[src/lrf_pkg.sv]
`default_nettype none
// ----------------------------------------------------------------------------
// lrf_pkg
// Shared sizes, codes and the command word passed from front to back.
// ----------------------------------------------------------------------------
package lrf_pkg;

  localparam int MAX_WIDTH  = 256;
  localparam int MAX_HEIGHT = 256;
  localparam int XW = $clog2(MAX_WIDTH);
  localparam int YW = $clog2(MAX_HEIGHT);
  localparam int AW = XW + YW;
  localparam int FB_DEPTH = MAX_WIDTH * MAX_HEIGHT;

  localparam int DW   = 13;  // image sizes, up to 4096
  localparam int FRAC = 12;  // fraction bits of scaled points
  localparam int PW   = 28;  // scaled point
  localparam int DXW  = 29;  // endpoint difference
  localparam int SQW  = 58;  // squared length
  localparam int NW   = 29;  // divisor and remainders
  localparam int CW   = 17;  // point counts
  localparam int FW   = 20;  // walk quotients

  localparam int QDEPTH = 2;

  localparam logic [23:0] PIX_WHITE = 24'hFFFFFF;
  localparam logic [23:0] PIX_BLACK = 24'h000000;

  localparam logic [1:0] REQ_CLEAR = 2'd0;
  localparam logic [1:0] REQ_LINE  = 2'd1;
  localparam logic [1:0] REQ_READ  = 2'd2;

  localparam logic [1:0] CFG_SCALE  = 2'd0;
  localparam logic [1:0] CFG_WIDTH  = 2'd1;
  localparam logic [1:0] CFG_HEIGHT = 2'd2;

  typedef struct packed {
    logic [1:0]           req;
    logic [23:0]          colour;
    logic [7:0]           pix_x;
    logic [7:0]           pix_y;
    logic [CW-1:0]        d;
    logic [NW-1:0]        den;
    logic signed [FW-1:0] fx;
    logic [NW-1:0]        rx;
    logic signed [FW-1:0] qx;
    logic [NW-1:0]        sx;
    logic signed [FW-1:0] fy;
    logic [NW-1:0]        ry;
    logic signed [FW-1:0] qy;
    logic [NW-1:0]        sy;
  } cmd_t;

endpackage
`default_nettype wire

[src/lrf_queue.sv]
`default_nettype none
// ----------------------------------------------------------------------------
// lrf_queue
// Short command queue between front and back.
// ----------------------------------------------------------------------------
module lrf_queue import lrf_pkg::*; (
  input  wire logic clk,
  input  wire logic rst,
  input  wire logic push,
  input  wire cmd_t wdata,
  output logic      full,
  input  wire logic pop,
  output cmd_t      rdata,
  output logic      empty
);

  localparam int PTW = (QDEPTH > 1) ? $clog2(QDEPTH) : 1;
  localparam int CTW = $clog2(QDEPTH + 1);

  cmd_t           slot [QDEPTH];
  logic [PTW-1:0] wp;
  logic [PTW-1:0] rp;
  logic [CTW-1:0] count;

  assign full  = (count == CTW'(QDEPTH));
  assign empty = (count == '0);
  assign rdata = slot[rp];

  always_ff @(posedge clk) begin
    if (push) begin
      slot[wp] <= wdata;
    end
    if (rst) begin
      wp    <= '0;
      rp    <= '0;
      count <= '0;
    end else begin
      if (push) begin
        wp <= (wp == PTW'(QDEPTH - 1)) ? '0 : wp + 1'b1;
      end
      if (pop) begin
        rp <= (rp == PTW'(QDEPTH - 1)) ? '0 : rp + 1'b1;
      end
      if (push && !pop) begin
        count <= count + 1'b1;
      end else if (pop && !push) begin
        count <= count - 1'b1;
      end
    end
  end

endmodule
`default_nettype wire

[config.mk]
export PLATFORM = sky130hd
export DESIGN_NAME = lrf_queue
export DESIGN_NICKNAME = d
export VERILOG_FILES = /design/src/lrf_pkg.sv /design/src/lrf_queue.sv
export SDC_FILE = /design/constraint.sdc
export NUM_CORES = 1
export LEC_CHECK = 0
export BUFFER_PORTS_ARGS = -buffer_cell sky130_fd_sc_hd__clkbuf_2
export CAP_MARGIN = 10
export CELL_PAD_IN_SITES_DETAIL_PLACEMENT = 2
export CELL_PAD_IN_SITES_GLOBAL_PLACEMENT = 2
export CORE_AREA = 2 2 219 265
export CTS_CLUSTER_DIAMETER = 80
export DETAILED_ROUTE_END_ITERATION = 7
export DIE_AREA = 0 0 221 267
export GPL_ROUTABILITY_DRIVEN = 0
export PLACE_DENSITY_LB_ADDON = 0.1
export RECOVER_POWER = 50
export SLEW_MARGIN = 20
export SYNTH_ARGS = -nofsm -noshare
export SYNTH_HDL_FRONTEND = slang
export SYNTH_SLANG_ARGS = --single-unit
[constraint.sdc]
create_clock -name clk -period 21 [get_ports clk]
set_input_delay 3.15 -clock clk [delete_from_list [all_inputs] [get_ports clk]]
set_output_delay 3.15 -clock clk [all_outputs]
set_load 0.05 [all_outputs]
## Word-level counts from Yosys, hierarchy flattened

Memories as Yosys holds them, arrays and structs flattened. A register that Yosys moved wholly into a read port is not among the register bits.
Cells that the tools add are included.

- RAM bits: 568
- Bits of input ports: 288
- Memories kept: 1
- Flip-flop bits (word level): 4

- Reduce and logical (&&, ||, !) cells: 6
- Equal/unequal tests: 1
- $add $sub $neg: 4
- Multiplexer cells: 8

Memory list:

| memory | depth | bits a word | rd ports | clocked after memory_dff | wr ports | RTL line | source |
|---|---|---|---|---|---|---|---|
| slot | 2 | 284 | 1 | 1 | 1 | lrf_queue.sv:20 | `cmd_t slot [QDEPTH];` |

Operator list:

| operator | number |
|---|---|
| $mux 1 | 6 |
| $mux 2 | 2 |
| $add 1x1->1 const B | 2 |
| $add 2x1->2 const B | 1 |
| $eq 2x2->1 const B | 1 |
| $logic_and 1x1->1 | 2 |
| $logic_not 1->1 | 2 |
| $logic_not 2->1 | 1 |
| $reduce_bool 2->1 | 1 |
| $sub 2x1->2 const B | 1 |

## Longest topological paths before layout

Gate-level depths: netlist (run 1).

- Depth in word-level cells: 4
- Mapped depth: 5
- Mapped depth without buffers: 5

## Worst setup path after synthesis (run 1)

Ideal clock, no wire load.

- Path kind: input -> register
- Start point: input push
- End point: memory slot[0][0] (netlist name), enable pin
- Stages on the path: 1
- Required time: 20031 ps
- Setup slack: 4670 ps
- Arrival: 15362 ps
- Buffers on the path: 0
- Cells stage by stage: nor2b_1

- Cells in the longest elaborated chain, start to end: 2

Ends and longest elaborated chain:

| what | RTL line | source |
|---|---|---|
| start: declaration | lrf_queue.sv:9 | `input wire logic push,` |
| $mux 1 | lrf_queue.sv:30 | `if (push) begin` |
| $mux 1 (not written as such) | lrf_queue.sv:31 | `slot[wp] <= wdata;` |
| end: declaration | lrf_queue.sv:20 |  |

Every way passes these cells.

## Worst setup path after layout (run 1)

- Start point: input push
- End point: memory slot[0][48] (netlist name), enable pin

Same word-level chain as after synthesis.

==> run metrics, run 1 <==
DP HPWL approximately 41,000 um; Layout Utilization a little under half; R2R cell count 2; layout cells sized above 1 44.0%; Slew headroom -499%; Final Skew 0.0146 ns; CP max FO around 150; Worst Tran Pin Value 8.99 ns; Final nets 1,807; failing checks max-capacitance violations, max-slew violations; register area share after synthesis about 79%; leakage power around 10 nW; Total Power 2.84 mW; startpoint class of the critical path input pin; total die area just under 0.06 mm2; Critical Path End Type register; Max Slew Vio Count roughly 360; cell row count 96; total gr overflow 0; Fill cells 5,289; CP required about 21 ns; # Post-CTS Setup Buffers 0; synthesis-to-finish area growth 22.8%; clock sink count 573; port buffer count about 570; Clock Path Buffers 3; outcome complete, but fails checks; routed wire length per instance roughly 25 um; Tmin final between 10 and 15 ns; initial core utilization between 30% and 40%; largest net degree at the start of global routing 152; Pre-antenna DRT Iters 4; Worst Path Class, Setup input pin to register; Post-Syn Area ~0.022 mm2; endpoints failing setup 0; pre-CTS setup slack ~15 ns; hold path cells 2; initial antenna violation count 30; via count 11,000; later-pin clock latency in the skew report 0.60 ns; Critical Path AT about 12 ns; HP Class register to register; final worst-path setup slack between 9 and 10 ns; part of the cycle the worst path needs 56.6%; Final Hold Slack about 0.52 ns; total global-route track usage between 10% and 20%; TNS Setup 0 ns; top-level I/O count about 570; RSZ-0062 raised after global routing false; total wire length 58,100 um; PwrDens 106 mW/mm2; placed cell count roughly 2,200; Synth cell types 18; max cap viols 5; Die Y-Extent approximately 270 um; post-route ant nets 0; placed cell areas about 0.025 mm2; Die W ~220 um; Final Cell Area ~0.027 mm2; Core ar. between 0.05 and 0.06 mm2; max frequency 84.1 MHz; warnings from Yosys 0; worst reg2reg path startpoint wp$_SDFFE_PP0P_; Max VDD drop between 0.06 and 0.07 mV; H-tree depth 2; global-route wire length before repair around 80,000 um; final hold violations 0; TritonCTS Buffers 58; synthesized instance count 906; FF+latch count, synth ~570; DRC viols 0; Synth Area per Inst 24.1 um2; reg2reg end slot[0][48]$_DFFE_PP_; Worst Min Path Start rp$_SDFFE_PP0P_; clock-pin slew on the worst setup and hold paths 0.06 ns; CTS Hold Bufs 0; Min-Delay Endpoint rp$_SDFFE_PP0P_; CTS root buf clkbuf_16; CTS tree built; worst reg-to-reg setup slack between 10 and 15 ns; PostCTS Resize Cnt 0; First DRT Iteration DRCs ~490; vias in the first global route 12,300; vias per cell about 4.7; Finished Layout Cells 2,312; Synth Net Count 1,195
## state kept, by name, indices dropped and copies added, names as in the netlist, named ones only
register and count:
wp 1, slot 568, rp 1, count 2
## power breakdown
group | internal, mW | total (mW) | switching (mW)
Clock | 0.549 | 0.967 | 0.417
Sequential | 1.35 | 1.37 | 0.0231
Combinational | 0.150 | 0.508 | 0.358
## layout make-up
type	instances	area, um2	area share [%]
flip-flops and latches	573	17200	64.0
clock buffers	79	1590	5.95
multi-input cells	300	4280	15.9
inverters	1	3.75	0.0140
diodes	15	37.5	0.140
well taps	735	920	3.43
clock inverters	25	151	0.565
repair buffers	584	2670	9.94
## placed cells by master, fill, tap and decap left out, drive strengths merged, types with 2 or more instances in the layout
cell type	synthesis	final
buf	32	9
bufinv	0	2
clkbuf	0	654
clkinv	0	23
dfxtp	5	5
diode	0	15
edfxtp	568	568
mux2	284	284
nor2	5	5
nor2b	2	2
xnor2	2	2
xor2	2	2
## cells by family after synthesis
family | share of synthesized area (%)
AOI/OAI and AO/OA | 0.0458
xor gates and xnor gates | 0.160
adders and majority gates | 0.0573
buffers and inverters | 1.84
DFF | 78.6
muxes | 19.1
and+or+nand+nor | 0.201
## worst max path at each step
stage | start | endpoint | slack, ns | cells after the start
2_1_floorplan | push | slot[0][0]$_DFFE_PP_ | 4.67 | 1
3_3_place_gp | push | slot[1][89]$_DFFE_PP_ | 14.82 | 4
3_5_place_dp | push | slot[1][176]$_DFFE_PP_ | 14.83 | 4
4_1_cts | register | rdata[159] | 14.62 | 3
5_1_grt | push | slot[0][48]$_DFFE_PP_ | 8.11 | 3
6_report | push | slot[0][48]$_DFFE_PP_ | 9.11 | 3
## critical path, cell delays in order
cell and delay [ns]:
clkbuf_1 0.21, nor2b_1 1.85, clkbuf_1 6.16
## Yosys cell counts, drive strengths merged
cell / count / area share [%]
or3: 1 / 0.029
mux2: 284 / 19
nor2b: 2 / 0.057
and2: 1 / 0.029
edfxtp: 568 / 78
buf: 32 / 1.8
a21oi: 1 / 0.023
xnor2: 2 / 0.080
dfxtp: 5 / 0.46
ha: 1 / 0.057
o21ai: 1 / 0.023
inv: 1 / 0.017
xor2: 2 / 0.080
nor2: 5 / 0.086
## metal layers
metal  vias to the layer above  track usage, %  share of wire (%)
li1                       4863               -                  -
met1                      5530            20.3                 35
met2                       425            33.5                 53
met3                       109            7.97                8.9
met4                        28            7.56                3.0
met5                         -               0               0.30
No activity file was read; power rests on OpenSTA's default activity.
==> run 2, diff against run 1 <==
==> constraint.sdc (replaced) <==
create_clock -name clk -period 10.95 [get_ports clk]
set_input_delay 1.6425 -clock clk [delete_from_list [all_inputs] [get_ports clk]]
set_output_delay 1.6425 -clock clk [all_outputs]
set_load 0.05 [all_outputs]
==> run 2 against run 1 <==
  * The run still ends with max-capacitance violations, max-slew violations left
  * Hold slack better by 0.011 ns
  * Highest routed layer unchanged
  * Largest cell class unchanged
  * Core utilization up 0.073 points
  * Sequential cell count is the same
==> run metrics, run 2 (synthesis results as in run 1) <==
outcome complete, but fails checks; failing checks max-capacitance violations, max-slew violations; port buffer count 573 (unchanged); # Post-CTS Setup Buffers 0 (unchanged); Core ar. 0.0566 mm2 (unchanged); Pre-antenna DRT Iters 4 (unchanged); PwrDens 203 mW/mm2 (+91%); H-tree depth 2 (unchanged); final hold violations 0 (unchanged); Final Cell Area 0.0268 mm2 (+0.15%); First DRT Iteration DRCs 451 (-8.7%); TritonCTS Buffers 57 (-1.7%); Final nets 1,806 (-0.055%); Die Y-Extent 267 um (unchanged); largest registers slot: 568 flops, count: 2 flops; largest net degree at the start of global routing 123 (-19%); via count 10,900 (-0.33%); PostCTS Resize Cnt 0 (unchanged); total die area 0.0590 mm2 (unchanged); total wire length 56,000 um (-3.6%); R2R cell count 3 (+1); endpoints failing setup 0 (unchanged); synthesis-to-finish area growth 23.0%; Worst Path Class, Setup input pin to register; commonest non-fill, non-tap cell in the layout edfxtp_1; Worst Tran Pin Value 4.07 ns (-4.92 ns); part of the cycle the worst path needs between 60% and 70%; max frequency 152 MHz; CP max FO 64 (-58%); total gr overflow 0 (unchanged); CTS root buf clkbuf_16; clock-pin slew on the worst setup and hold paths 0.06 ns (about the same); routed wire length per instance 24.3 um (-3.2%); total global-route track usage 18.5% (-0.63 points); startpoint class of the critical path input pin; HP Class register to register; Critical Path End Type register; top-level I/O count 574 (unchanged); Max Slew Vio Count 156 (-56%); Fill cells 5,343 (+1.0%); CTS Hold Bufs 0 (unchanged); max cap viols 3 (-2); Tmin final roughly 6.6 ns; initial core utilization 38.6% (unchanged); leakage power 10.1 nW (+0.88%); Largest Register slot; clock sink count 573 (unchanged); vias in the first global route 12,100 (-1.6%); DRC viols 0 (unchanged); DP HPWL 40,300 um (-2.0%); Final Skew 0.0122 ns (-0.00239 ns); Multi-input gate area 0.00428 mm2 (unchanged); placed cell areas 0.0253 mm2 (unchanged); vias per cell 4.74 (about the same); post-route ant nets 0 (unchanged); CP required 11.17 ns (-9.76 ns); Max VDD drop 0.127 mV (+84%); initial antenna violation count 17 (-43%); later-pin clock latency in the skew report 0.59 ns (about the same); Slew headroom -171% (+330 points); Clock Path Buffers 3 (unchanged); cell row count 96 (unchanged); TNS Setup 0 ns (unchanged); commonest non-fill, non-tap cells in the layout edfxtp_1, clkbuf_2, mux2_4, clkbuf_1, clkbuf_16; Total Power 5.45 mW (+92%); global-route wire length before repair 79,800 um (-2.8%); CTS tree built; Die W 221 um (unchanged); hold path cells 2 (unchanged); flip-flop and latch area 0.0172 mm2 (unchanged); RSZ-0062 raised after global routing false; layout cells sized above 1 46.3% (+2.2 points); Critical Path AT 6.80 ns (-5.02 ns); max reg flops 568 (unchanged)
[run 2: stage by stage]
stage,worst slack (ns),instances,utilization (%),hold WS (ns)
after floorplan,1.48,906,-,0.461
after global placement,6.00,2192,44.8,0.481
after detailed placement,6.00,2192,44.8,0.525
after CTS,6.10,2297,47.9,0.544
after global routing,3.80,2301,47.4,0.574
final,4.37,2303,47.5,0.536
[run 2: worst max-delay path, stage by stage]
cell,delay [ns]
clkbuf_1,0.18
and2_0,2.89
buf_4,1.13
buf_4,0.81
[run 2: final cells by class]
class                   count  share of cell area [%]
flip-flops and latches    573                    63.9
multi-input cells         300                    15.9
clock buffers              66                    5.60
inverters                   1                  0.0140
clock inverters            39                    1.07
diodes                      5                  0.0466
well taps                 735                    3.43
repair buffers            584                    10.0
[run 2: path summary, 6_finish.rpt]
| check | to | slack [ns] | from |
|---|---|---|---|
| hold / removal | register | 0.54 | rp$_SDFFE_PP0P_ |
| hold reg to reg | register | 0.54 | rp$_SDFFE_PP0P_ |
| setup reg to reg | slot[1][122]$_DFFE_PP_ | 5.23 | wp$_SDFFE_PP0P_ |
| setup / recovery | slot[1][122]$_DFFE_PP_ | 4.37 | push |
[run 2: metal layers]
metal	up-vias	wire [um]	track usage, %
li1	4848	-	-
met1	5530	20500	20.3
met2	402	28700	31.8
met3	113	5120	8.01
met4	26	1540	6.33
met5	-	162	0
[run 2: power breakdown]
| group | switching (mW) | internal [mW] | leakage, nW |
|---|---|---|---|
| registers | 0.0447 | 2.57 | 5.37 |
| logic | 0.683 | 0.288 | 3.85 |
| clock network | 0.797 | 1.07 | 0.874 |
